**src/sv/clcf_pkg.sv**
```systemverilog
// Package with types, codes and constants for the camera link control block.
`timescale 1ns / 1ps
`default_nettype none

package clcf_pkg;

  localparam int TICK_COUNT_BITS_DEF = 16;
  localparam int CFG_W = 16;
  localparam int CFG_IDX_W = 1;

  localparam logic [CFG_W-1:0] POWER_PULSE_RESET = 16'd333;
  localparam logic [CFG_W-1:0] CMD_TIMEOUT_RESET = 16'd667;

  localparam logic [CFG_IDX_W-1:0] REG_POWER_PULSE = 1'd0;
  localparam logic [CFG_IDX_W-1:0] REG_CMD_TIMEOUT = 1'd1;

  localparam logic [7:0] FRAME_LEN_BYTE = 8'h03;

  localparam logic [1:0] CMD_TICK  = 2'd0;
  localparam logic [1:0] CMD_SEND  = 2'd1;
  localparam logic [1:0] CMD_POWER = 2'd2;
  localparam logic [1:0] CMD_QUERY = 2'd3;

  localparam logic [1:0] RES_UNKNOWN = 2'd0;
  localparam logic [1:0] RES_SUCCESS = 2'd1;
  localparam logic [1:0] RES_TIMEOUT = 2'd2;

  localparam logic [1:0] PWR_OFF  = 2'd0;
  localparam logic [1:0] PWR_ON   = 2'd1;
  localparam logic [1:0] PWR_WAIT = 2'd2;

  typedef enum logic [2:0] {
    ST_IDLE     = 3'd0,
    ST_PWR_REQ  = 3'd1,
    ST_PWR_WAIT = 3'd2,
    ST_CMD_WAIT = 3'd3,
    ST_RESPONSE = 3'd4
  } state_e;

  typedef struct packed {
    logic [CFG_W-1:0] power_pulse_ticks;
    logic [CFG_W-1:0] command_timeout_ticks;
  } cfg_t;

  typedef struct packed {
    logic [1:0] command;
    logic [7:0] name_byte_one;
    logic [7:0] name_byte_two;
    logic [7:0] argument_byte;
    logic       addressed;
    logic       as_transmitter;
    logic       bus_busy;
    logic       voltage_present;
  } in_item_t;

  typedef struct packed {
    logic       accepted;
    logic       ready_res;
    logic [1:0] power_status;
    logic [1:0] last_result;
    logic       power_pin_low;
    logic       interrupt_asserted;
    logic       frame_valid;
    logic [7:0] frame_length;
    logic [7:0] frame_name_one;
    logic [7:0] frame_name_two;
    logic [7:0] frame_argument;
  } out_item_t;

endpackage

`default_nettype wire

```
**src/sv/clcf_if.sv**
```systemverilog
// Valid/ready channel interfaces for the input and result transactions.
`timescale 1ns / 1ps
`default_nettype none

interface clcf_in_if import clcf_pkg::*; ();
  logic     valid;
  logic     ready;
  in_item_t data;

  modport source (output valid, output data, input ready);
  modport sink (input valid, input data, output ready);
endinterface

interface clcf_out_if import clcf_pkg::*; ();
  logic      valid;
  logic      ready;
  out_item_t data;

  modport source (output valid, output data, input ready);
  modport sink (input valid, input data, output ready);
endinterface

`default_nettype wire

```
**src/sv/clcf_cfg_regs.sv**
```systemverilog
// Configuration registers for the power pulse and command timeout limits.
`timescale 1ns / 1ps
`default_nettype none

module clcf_cfg_regs import clcf_pkg::*; (
  input  wire logic                 clk_i,
  input  wire logic                 rst_ni,
  input  wire logic                 cfg_we_i,
  input  wire logic [CFG_IDX_W-1:0] cfg_idx_i,
  input  wire logic [CFG_W-1:0]     cfg_data_i,
  output cfg_t                      cfg_o
);

  cfg_t cfg_q;

  always_ff @(posedge clk_i or negedge rst_ni) begin
    if (!rst_ni) begin
      cfg_q.power_pulse_ticks     <= POWER_PULSE_RESET;
      cfg_q.command_timeout_ticks <= CMD_TIMEOUT_RESET;
    end else if (cfg_we_i) begin
      unique case (cfg_idx_i)
        REG_POWER_PULSE: cfg_q.power_pulse_ticks <= cfg_data_i;
        REG_CMD_TIMEOUT: cfg_q.command_timeout_ticks <= cfg_data_i;
        default: ;
      endcase
    end
  end

  assign cfg_o = cfg_q;

endmodule

`default_nettype wire

```
**src/sv/clcf_ctrl.sv**
```systemverilog
// Control state machine, tick counters and frame latch; forms one result per transaction.
`timescale 1ns / 1ps
`default_nettype none

module clcf_ctrl import clcf_pkg::*; #(
  parameter int TickBits = TICK_COUNT_BITS_DEF
) (
  input  wire logic     clk_i,
  input  wire logic     rst_ni,
  input  wire cfg_t     cfg_i,
  input  wire logic     accept_i,
  input  wire in_item_t item_i,
  output out_item_t     res_o
);

  localparam int LW = (TickBits > CFG_W) ? TickBits : CFG_W;

  state_e               state_q, state_d;
  logic [TickBits-1:0]  pwr_cnt_q, pwr_cnt_d;
  logic [TickBits-1:0]  wait_cnt_q, wait_cnt_d;
  logic [1:0]           result_q, result_d;
  logic                 pin_q, pin_d;
  logic                 irq_q, irq_d;
  logic [7:0]           latch_q [3];
  logic                 latch_en;
  logic                 sent;
  logic                 acc;

  logic [LW-1:0] cnt_max_w;
  logic [LW-1:0] pwr_lim_w, pwr_lim;
  logic [LW-1:0] wait_lim_w, wait_lim;
  logic          pwr_past, wait_past;
  logic [TickBits-1:0] pwr_cnt_inc, wait_cnt_inc;

  // Limits at or above the counter maximum are clamped to maximum minus one.
  assign cnt_max_w  = LW'({TickBits{1'b1}});
  assign pwr_lim_w  = LW'(cfg_i.power_pulse_ticks);
  assign wait_lim_w = LW'(cfg_i.command_timeout_ticks);
  assign pwr_lim    = (pwr_lim_w >= cnt_max_w) ? cnt_max_w - LW'(1) : pwr_lim_w;
  assign wait_lim   = (wait_lim_w >= cnt_max_w) ? cnt_max_w - LW'(1) : wait_lim_w;
  assign pwr_past   = LW'(pwr_cnt_q) > pwr_lim;
  assign wait_past  = LW'(wait_cnt_q) > wait_lim;
  assign pwr_cnt_inc  = (pwr_cnt_q == {TickBits{1'b1}}) ? pwr_cnt_q
                                                         : pwr_cnt_q + TickBits'(1);
  assign wait_cnt_inc = (wait_cnt_q == {TickBits{1'b1}}) ? wait_cnt_q
                                                          : wait_cnt_q + TickBits'(1);

  always_comb begin
    state_d    = state_q;
    pwr_cnt_d  = pwr_cnt_q;
    wait_cnt_d = wait_cnt_q;
    result_d   = result_q;
    pin_d      = pin_q;
    irq_d      = irq_q;
    latch_en   = 1'b0;
    sent       = 1'b0;
    acc        = 1'b0;

    unique case (item_i.command)
      CMD_SEND: begin
        if (state_q == ST_IDLE) begin
          latch_en   = 1'b1;
          irq_d      = 1'b1;
          wait_cnt_d = '0;
          state_d    = ST_CMD_WAIT;
          acc        = 1'b1;
        end
      end
      CMD_POWER: begin
        if (state_q == ST_IDLE) begin
          state_d = ST_PWR_REQ;
          acc     = 1'b1;
        end
      end
      CMD_TICK: begin
        unique case (state_q)
          ST_PWR_REQ: begin
            pin_d     = 1'b1;
            pwr_cnt_d = '0;
            state_d   = ST_PWR_WAIT;
          end
          ST_PWR_WAIT: begin
            pwr_cnt_d = pwr_cnt_inc;
            if (pwr_past) begin
              pin_d   = 1'b0;
              state_d = ST_IDLE;
            end
          end
          ST_CMD_WAIT: begin
            wait_cnt_d = wait_cnt_inc;
            if (wait_past) begin
              wait_cnt_d = '0;
              irq_d      = 1'b0;
              result_d   = RES_TIMEOUT;
              state_d    = ST_IDLE;
            end
            if (item_i.addressed && item_i.as_transmitter) begin
              irq_d   = 1'b0;
              sent    = 1'b1;
              state_d = ST_RESPONSE;
            end
          end
          ST_RESPONSE: begin
            result_d = RES_SUCCESS;
            state_d  = ST_IDLE;
          end
          default: ;
        endcase
      end
      CMD_QUERY: ;
      default: ;
    endcase

    res_o.accepted           = acc;
    res_o.ready_res          = (state_d == ST_IDLE) && !item_i.bus_busy;
    if (state_d == ST_PWR_REQ || state_d == ST_PWR_WAIT) begin
      res_o.power_status     = PWR_WAIT;
    end else begin
      res_o.power_status     = item_i.voltage_present ? PWR_ON : PWR_OFF;
    end
    res_o.last_result        = result_d;
    res_o.power_pin_low      = pin_d;
    res_o.interrupt_asserted = irq_d;
    res_o.frame_valid        = sent;
    res_o.frame_length       = sent ? FRAME_LEN_BYTE : 8'd0;
    res_o.frame_name_one     = sent ? latch_q[0] : 8'd0;
    res_o.frame_name_two     = sent ? latch_q[1] : 8'd0;
    res_o.frame_argument     = sent ? latch_q[2] : 8'd0;
  end

  always_ff @(posedge clk_i or negedge rst_ni) begin
    if (!rst_ni) begin
      state_q    <= ST_IDLE;
      pwr_cnt_q  <= '0;
      wait_cnt_q <= '0;
      result_q   <= RES_UNKNOWN;
      pin_q      <= 1'b0;
      irq_q      <= 1'b0;
    end else if (accept_i) begin
      state_q    <= state_d;
      pwr_cnt_q  <= pwr_cnt_d;
      wait_cnt_q <= wait_cnt_d;
      result_q   <= result_d;
      pin_q      <= pin_d;
      irq_q      <= irq_d;
    end
  end

  always_ff @(posedge clk_i) begin
    if (accept_i && latch_en) begin
      latch_q[0] <= item_i.name_byte_one;
      latch_q[1] <= item_i.name_byte_two;
      latch_q[2] <= item_i.argument_byte;
    end
  end

endmodule

`default_nettype wire

```
**src/sv/clcf_out_reg.sv**
```systemverilog
// Result register that holds one finished result until the sink takes it.
`timescale 1ns / 1ps
`default_nettype none

module clcf_out_reg import clcf_pkg::*; (
  input  wire logic      clk_i,
  input  wire logic      rst_ni,
  input  wire logic      load_i,
  input  wire out_item_t res_i,
  output logic           can_load_o,
  clcf_out_if.source     out_if
);

  logic      valid_q;
  out_item_t data_q;

  assign can_load_o = !valid_q || out_if.ready;

  always_ff @(posedge clk_i or negedge rst_ni) begin
    if (!rst_ni) begin
      valid_q <= 1'b0;
    end else if (can_load_o) begin
      valid_q <= load_i;
    end
  end

  always_ff @(posedge clk_i) begin
    if (load_i && can_load_o) begin
      data_q <= res_i;
    end
  end

  assign out_if.valid = valid_q;
  assign out_if.data  = data_q;

endmodule

`default_nettype wire

```
**src/sv/camera_link_control_fsm.sv**
```systemverilog
// Top level of the camera accessory link controller.
// Latency: a result is registered in the result register in the cycle after its transaction is accepted.
// Throughput: one transaction per cycle while input ready is high; input ready is high whenever the result register
// is empty or is being read in the same cycle.
// Reset: asynchronous, active low; the machine returns to idle, counters and result code clear,
// configuration registers take their default limits, and the frame latch is not reset.
`timescale 1ns / 1ps
`default_nettype none

module camera_link_control_fsm import clcf_pkg::*; #(
  parameter int TICK_COUNT_BITS = TICK_COUNT_BITS_DEF
) (
  input  wire logic                 clk_i,
  input  wire logic                 rst_ni,
  input  wire logic                 cfg_we_i,
  input  wire logic [CFG_IDX_W-1:0] cfg_idx_i,
  input  wire logic [CFG_W-1:0]     cfg_data_i,
  clcf_in_if.sink                   in_if,
  clcf_out_if.source                out_if
);

  cfg_t      cfg;
  out_item_t res;
  logic      can_load;
  logic      accept;

  assign in_if.ready = can_load;
  assign accept      = in_if.valid && can_load;

  clcf_cfg_regs u_cfg_regs (
    .clk_i      (clk_i),
    .rst_ni     (rst_ni),
    .cfg_we_i   (cfg_we_i),
    .cfg_idx_i  (cfg_idx_i),
    .cfg_data_i (cfg_data_i),
    .cfg_o      (cfg)
  );

  clcf_ctrl #(
    .TickBits (TICK_COUNT_BITS)
  ) u_ctrl (
    .clk_i    (clk_i),
    .rst_ni   (rst_ni),
    .cfg_i    (cfg),
    .accept_i (accept),
    .item_i   (in_if.data),
    .res_o    (res)
  );

  clcf_out_reg u_out_reg (
    .clk_i      (clk_i),
    .rst_ni     (rst_ni),
    .load_i     (in_if.valid),
    .res_i      (res),
    .can_load_o (can_load),
    .out_if     (out_if)
  );

  a_accept_gives_result: assert property (@(posedge clk_i) disable iff (!rst_ni)
    accept |=> out_if.valid)
    else $error("accepted transaction did not produce a result");

  a_accepted_only_requests: assert property (@(posedge clk_i) disable iff (!rst_ni)
    (accept && res.accepted) |->
      (in_if.data.command == CMD_SEND || in_if.data.command == CMD_POWER))
    else $error("accepted flag set for a tick or a query");

  a_frame_length: assert property (@(posedge clk_i) disable iff (!rst_ni)
    (out_if.valid && out_if.data.frame_valid) |-> out_if.data.frame_length == FRAME_LEN_BYTE)
    else $error("frame sent with wrong length byte");

  a_power_wait_not_ready: assert property (@(posedge clk_i) disable iff (!rst_ni)
    (out_if.valid && out_if.data.power_status == PWR_WAIT) |-> !out_if.data.ready_res)
    else $error("ready reported while power request pending");

endmodule

`default_nettype wire

```
**src/flat_wrapper.sv**
```systemverilog
// flat-port wrapper written by rule: the top's interface ports become plain ports
module camera_link_control_fsm_flat import clcf_pkg::*;
#(
  parameter int TICK_COUNT_BITS = TICK_COUNT_BITS_DEF
)
  (clk_i, rst_ni, cfg_we_i, cfg_idx_i, cfg_data_i, in_if_valid, in_if_data, in_if_ready, out_if_valid, out_if_data, out_if_ready);
  clcf_in_if in_if_i ();
  clcf_out_if out_if_i ();
  input  wire logic clk_i;
  input  wire logic rst_ni;
  input  wire logic cfg_we_i;
  input  wire logic [CFG_IDX_W-1:0] cfg_idx_i;
  input  wire logic [CFG_W-1:0] cfg_data_i;
  input wire logic [$bits(in_if_i.valid)-1:0] in_if_valid;
  input wire logic [$bits(in_if_i.data)-1:0] in_if_data;
  output wire logic [$bits(in_if_i.ready)-1:0] in_if_ready;
  output wire logic [$bits(out_if_i.valid)-1:0] out_if_valid;
  output wire logic [$bits(out_if_i.data)-1:0] out_if_data;
  input wire logic [$bits(out_if_i.ready)-1:0] out_if_ready;
  assign in_if_i.valid = in_if_valid;
  assign in_if_i.data = in_if_data;
  assign in_if_ready = in_if_i.ready;
  assign out_if_valid = out_if_i.valid;
  assign out_if_data = out_if_i.data;
  assign out_if_i.ready = out_if_ready;
  camera_link_control_fsm #(.TICK_COUNT_BITS(TICK_COUNT_BITS)) u_core (.clk_i(clk_i), .rst_ni(rst_ni), .cfg_we_i(cfg_we_i), .cfg_idx_i(cfg_idx_i), .cfg_data_i(cfg_data_i), .in_if(in_if_i), .out_if(out_if_i));
endmodule
```
**config.mk**
```make
export PLATFORM = sky130hd
export DESIGN_NAME = camera_link_control_fsm_flat
export DESIGN_NICKNAME = d
export VERILOG_FILES = /design/src/sv/clcf_pkg.sv /design/src/sv/clcf_if.sv /design/src/sv/clcf_cfg_regs.sv /design/src/sv/clcf_ctrl.sv /design/src/sv/clcf_out_reg.sv /design/src/sv/camera_link_control_fsm.sv /design/src/flat_wrapper.sv
export SDC_FILE = /design/constraint.sdc
export NUM_CORES = 1
export LEC_CHECK = 0
export ABC_AREA = 1
export CAP_MARGIN = 20
export CORE_UTILIZATION = 38
export DETAILED_ROUTE_END_ITERATION = 7
export DONT_BUFFER_PORTS = 1
export HOLD_SLACK_MARGIN = 0.06
export PLACE_DENSITY = 0.56
export SYNTH_ARGS = -nofsm -noshare
export SYNTH_HDL_FRONTEND = slang
export SYNTH_SLANG_ARGS = --single-unit
```
**constraint.sdc**
```tcl
create_clock -name clk_i -period 6.6 [get_ports clk_i]
set_input_delay 1.32 -clock clk_i [delete_from_list [all_inputs] [get_ports clk_i]]
set_output_delay 1.32 -clock clk_i [all_outputs]
set_load 0.01 [all_outputs]
```
==> results.md <==
* Unrepaired setup endpoints after global routing: false
* Fin. Hold Viols at 0
* Crit. End Element: flip-flop
* Crit path max-delay cell type: buf_4
* Worst Path Arrival at 3.28 ns
* IO Pins at 95
* Sinks on the clock net at 129
* Largest net degree at the start of global routing at 73
* Postcts setup bufs at 0
* Crit-path cells: inv_1 -> nand2_1 -> nand2_1 -> inv_1 -> buf_4 -> o221ai_1 -> o21bai_4 -> nor2_1 -> xor2_1 -> nor2_1
* Critical Path RT at 6.89 ns
* P_int at 1.67 mW
* Global Route met3 Usage at 0.0537
* CTS buffer count at 17
* Initial Util at 0.392
* Sw Ratio at 0.306
* Crit path buffers/inverters at 3
* Maxcap violations at 0
* Tmin final at 2.99 ns
* Origin of the critical flop-to-flop path: u_core.u_cfg_regs.cfg_o[9]
* Setup TNS at 0 ns
* Std cell rows at 47
* Dpl hpwl at 10400 microns
* First-pass GRT wire length at 23100 microns
* Clk_lat worst skew at about 0.42 ns
* Met1 Use GR at 0.223
* Clock tree from TritonCTS: yes
* Fin worst setup slack at around 3.6 ns
* Clock Power Share at 0.386
* Post-synthesis cell count at between 700 and 800
* Slew margin rel. at 0.448
* Placer Congestion at 0.855
* Die span in y at approximately 130 microns
* Pre-antenna DRT Iters at 7
* Yosys reg bits at roughly 130
* Pwr Density at 328 mW/mm^2
* Synthesized area per cell at 9.06 sq um
* Vias at about 4700
* Final Max Slew Viols at 0
* Port buffer count at 0
* Synth Flop Type: dfrtp_1
* Antenna violations before repair at 0
* F_max at 335 MHz
* GRT Overall Usage at 0.167
* Setup violators final at 0
* Core Area at 0.0167 sq mm
* FF-to-FF path depth at 12
* Drt via density at 4.93
* Synth cell types at 40
* Clk root buf: clkbuf_16
* Final ANT Viol Nets at 0
* Leak at 3.36 nW
* Netlist Area Pre-Place at 0.00654 sq mm
* Max clock buf depth at 2
* Met2 Use GR at 0.261
* P_sw at between 700 and 800 uW
* Die area at 0.0177 sq mm
* # nets final at 818
* H-tree Lvls at 4
* Register area share after synthesis at 0.539
* ANT cells at 0
* Hold depth at 2
* Final Instance Area at roughly 0.0073 sq mm
* Synth-to-layout area growth at 11.8%
* Ys Warns at 0
* Post-synth EDFFs at 57
* Quantity of gates resized following cts at 0
* Hold Path End: u_core.u_ctrl.result_q[0]
* Status: finished clean
* Final period util at 0.453
* HP Class: flip-flop to flip-flop
* Critical Path Start Type: primary input
* Reg power frac at 0.446
* Fill cells at about 1700
* DRT Wirelength at 14000 microns
* Family with the most delay on the worst path: simple AND/OR/NAND/NOR gates
* R2R setup slack at 3.75 ns
* Worst-path clk slew at 0.06 ns
* Hold Startpoint: u_core.u_ctrl.result_q[0]
* CTS Hold Bufs at 0
* Worst-Margin Slew at approximately 0.83 ns
* Share of cells above drive strength 1 at 0.0769
* Residual DRC at 0
* Drt wl/cell at between 10 and 15 microns
* Slowest stage delay, CP at 0.45 ns
* 1st-iter DRT viols at 247
* Crit-path max FO at 43
* Most Used Layer, Global Route: met2
* Combinational share of power at 0.169
* Congestion Overflow GR at 0
* Ys async rst share at 0.558
* IR drop worst, VDD at 0.204 mV
* Fin Clk Skew at about 0.0087 ns
* Width of the die at 133 microns
* Reg2reg end: u_core.u_ctrl.wait_cnt_q[3]
* WS Path Type: primary input to flip-flop
* Pre-CTS setup slack at 3.15 ns
* Vias in the first global route at 4565
* Placement Cell Area at 0.00673 sq mm
==> final cells by class <==
cell class | count | area [sq um] | area share
sequential | 129 | 3530 | 0.483
clock buffer | 17 | 425 | 0.0582
clock inverter | 15 | 154 | 0.0211
multi-input combinational | 442 | 2400 | 0.329
timing repair buffer | 2 | 15.0 | 0.00205
inverter | 136 | 510 | 0.0699
tap | 220 | 275 | 0.0377
==> placed cells by master (no fill, tap or decap), drive strengths merged, types with 6 or more instances in the layout <==
| cell type | instances |
|---|---|
| inv | 140 |
| clkinv | 7 |
| dfstp | 11 |
| conb | 6 |
| nor2 | 76 |
| dfrtp | 61 |
| nand3 | 24 |
| clkbuf | 17 |
| nand4 | 19 |
| nand2 | 140 |
| edfxtp | 57 |
| a21oi | 29 |
| nor3 | 16 |
| o21ai | 62 |
| ha | 38 |
==> flip-flops by register name, summed over array words and instances (netlist names) <==
register,flops
u_core.u_cfg_regs.cfg_o,32
u_core.u_ctrl.irq_q,1
u_core.u_ctrl.latch_q,24
u_core.u_ctrl.pin_q,1
u_core.u_ctrl.pwr_cnt_q,16
u_core.u_ctrl.result_q,2
u_core.u_ctrl.state_q,3
u_core.u_ctrl.wait_cnt_q,16
u_core.u_out_reg.out_if.data,33
u_core.u_out_reg.out_if.valid,1
==> synth_stat cells (3+ instances only) <==
cell	count	area, sq um
a21oi_1	29	145
inv_1	131	492
dfrtp_1	61	1530
nand3_1	24	120
nor2_1	73	274
inv_2	4	15.0
o21ai_0	56	280
nand4_1	19	119
o21a_1	3	22.5
clkbuf_1	7	26.3
nand2_1	137	514
o31ai_1	5	37.5
o21ai_1	6	30.0
xor2_1	5	43.8
xnor2_1	3	26.3
edfxtp_1	57	1710
dfstp_2	11	289
nor3_1	15	75.1
ha_1	38	475
buf_4	9	67.6
==> routing by layer <==
| metal | vias to the layer above | wire, microns |
|---|---|---|
| met5 | - | 0 |
| met4 | 0 | 116 |
| met3 | 12 | 767 |
| met2 | 134 | 6360 |
| met1 | 2227 | 6730 |
| li1 | 2362 | - |
==> power by group through the flow <==
stage               combinational, mW  clock (mW)  sequential [mW]
floorplan                       0.323           0             1.05
global placement                0.386           0             1.08
detailed placement              0.408           0             1.08
CTS                             0.410       0.946             1.07
global route                    0.473       0.976             1.08
finish                          0.406       0.925             1.07
==> stage by stage <==
| stage | hold WS, ns | cells | power [mW] | util |
|---|---|---|---|---|
| floorplan | 0.449 | 727 | 1.37 | - |
| global placement | 0.483 | 929 | 1.47 | 0.403 |
| finish | 0.488 | 961 | 2.40 | 0.438 |
| global route | 0.520 | 961 | 2.53 | 0.438 |
| detailed placement | 0.472 | 929 | 1.49 | 0.403 |
| CTS | 0.492 | 961 | 2.42 | 0.438 |
==> how the worst max path moves through the flow <==
stage               cells past startpoint           start                          end
global placement                       10    out_if_ready  u_core.u_ctrl.wait_cnt_q[4]
floorplan                               4  in_if_data[29]  u_core.u_ctrl.latch_q[0][0]
detailed placement                     10    out_if_ready  u_core.u_ctrl.wait_cnt_q[4]
CTS                                    10    out_if_ready  u_core.u_ctrl.wait_cnt_q[4]
finish                                 10    out_if_ready  u_core.u_ctrl.wait_cnt_q[4]
global route                            9  in_if_data[28]   u_core.u_ctrl.pwr_cnt_q[7]
==> tightest hold or removal path, cell delays in order, from the launching register on <==
cell and delay, ns:
dfrtp_1 0.35, nand2_1 0.06, nand2_1 0.05
==> kinds of logic after synthesis <==
family	count (synthesis)	synth area share
adders and majority gates	38	0.0727
and+or+nand+nor	276	0.181
DFF	129	0.539
AOI/OAI and AO/OA	114	0.0987
other	1	0.000574
buffers and inverters	156	0.0970
xor gates and xnor gates	8	0.0107
Note: power is estimated with default switching activity, not from simulation.
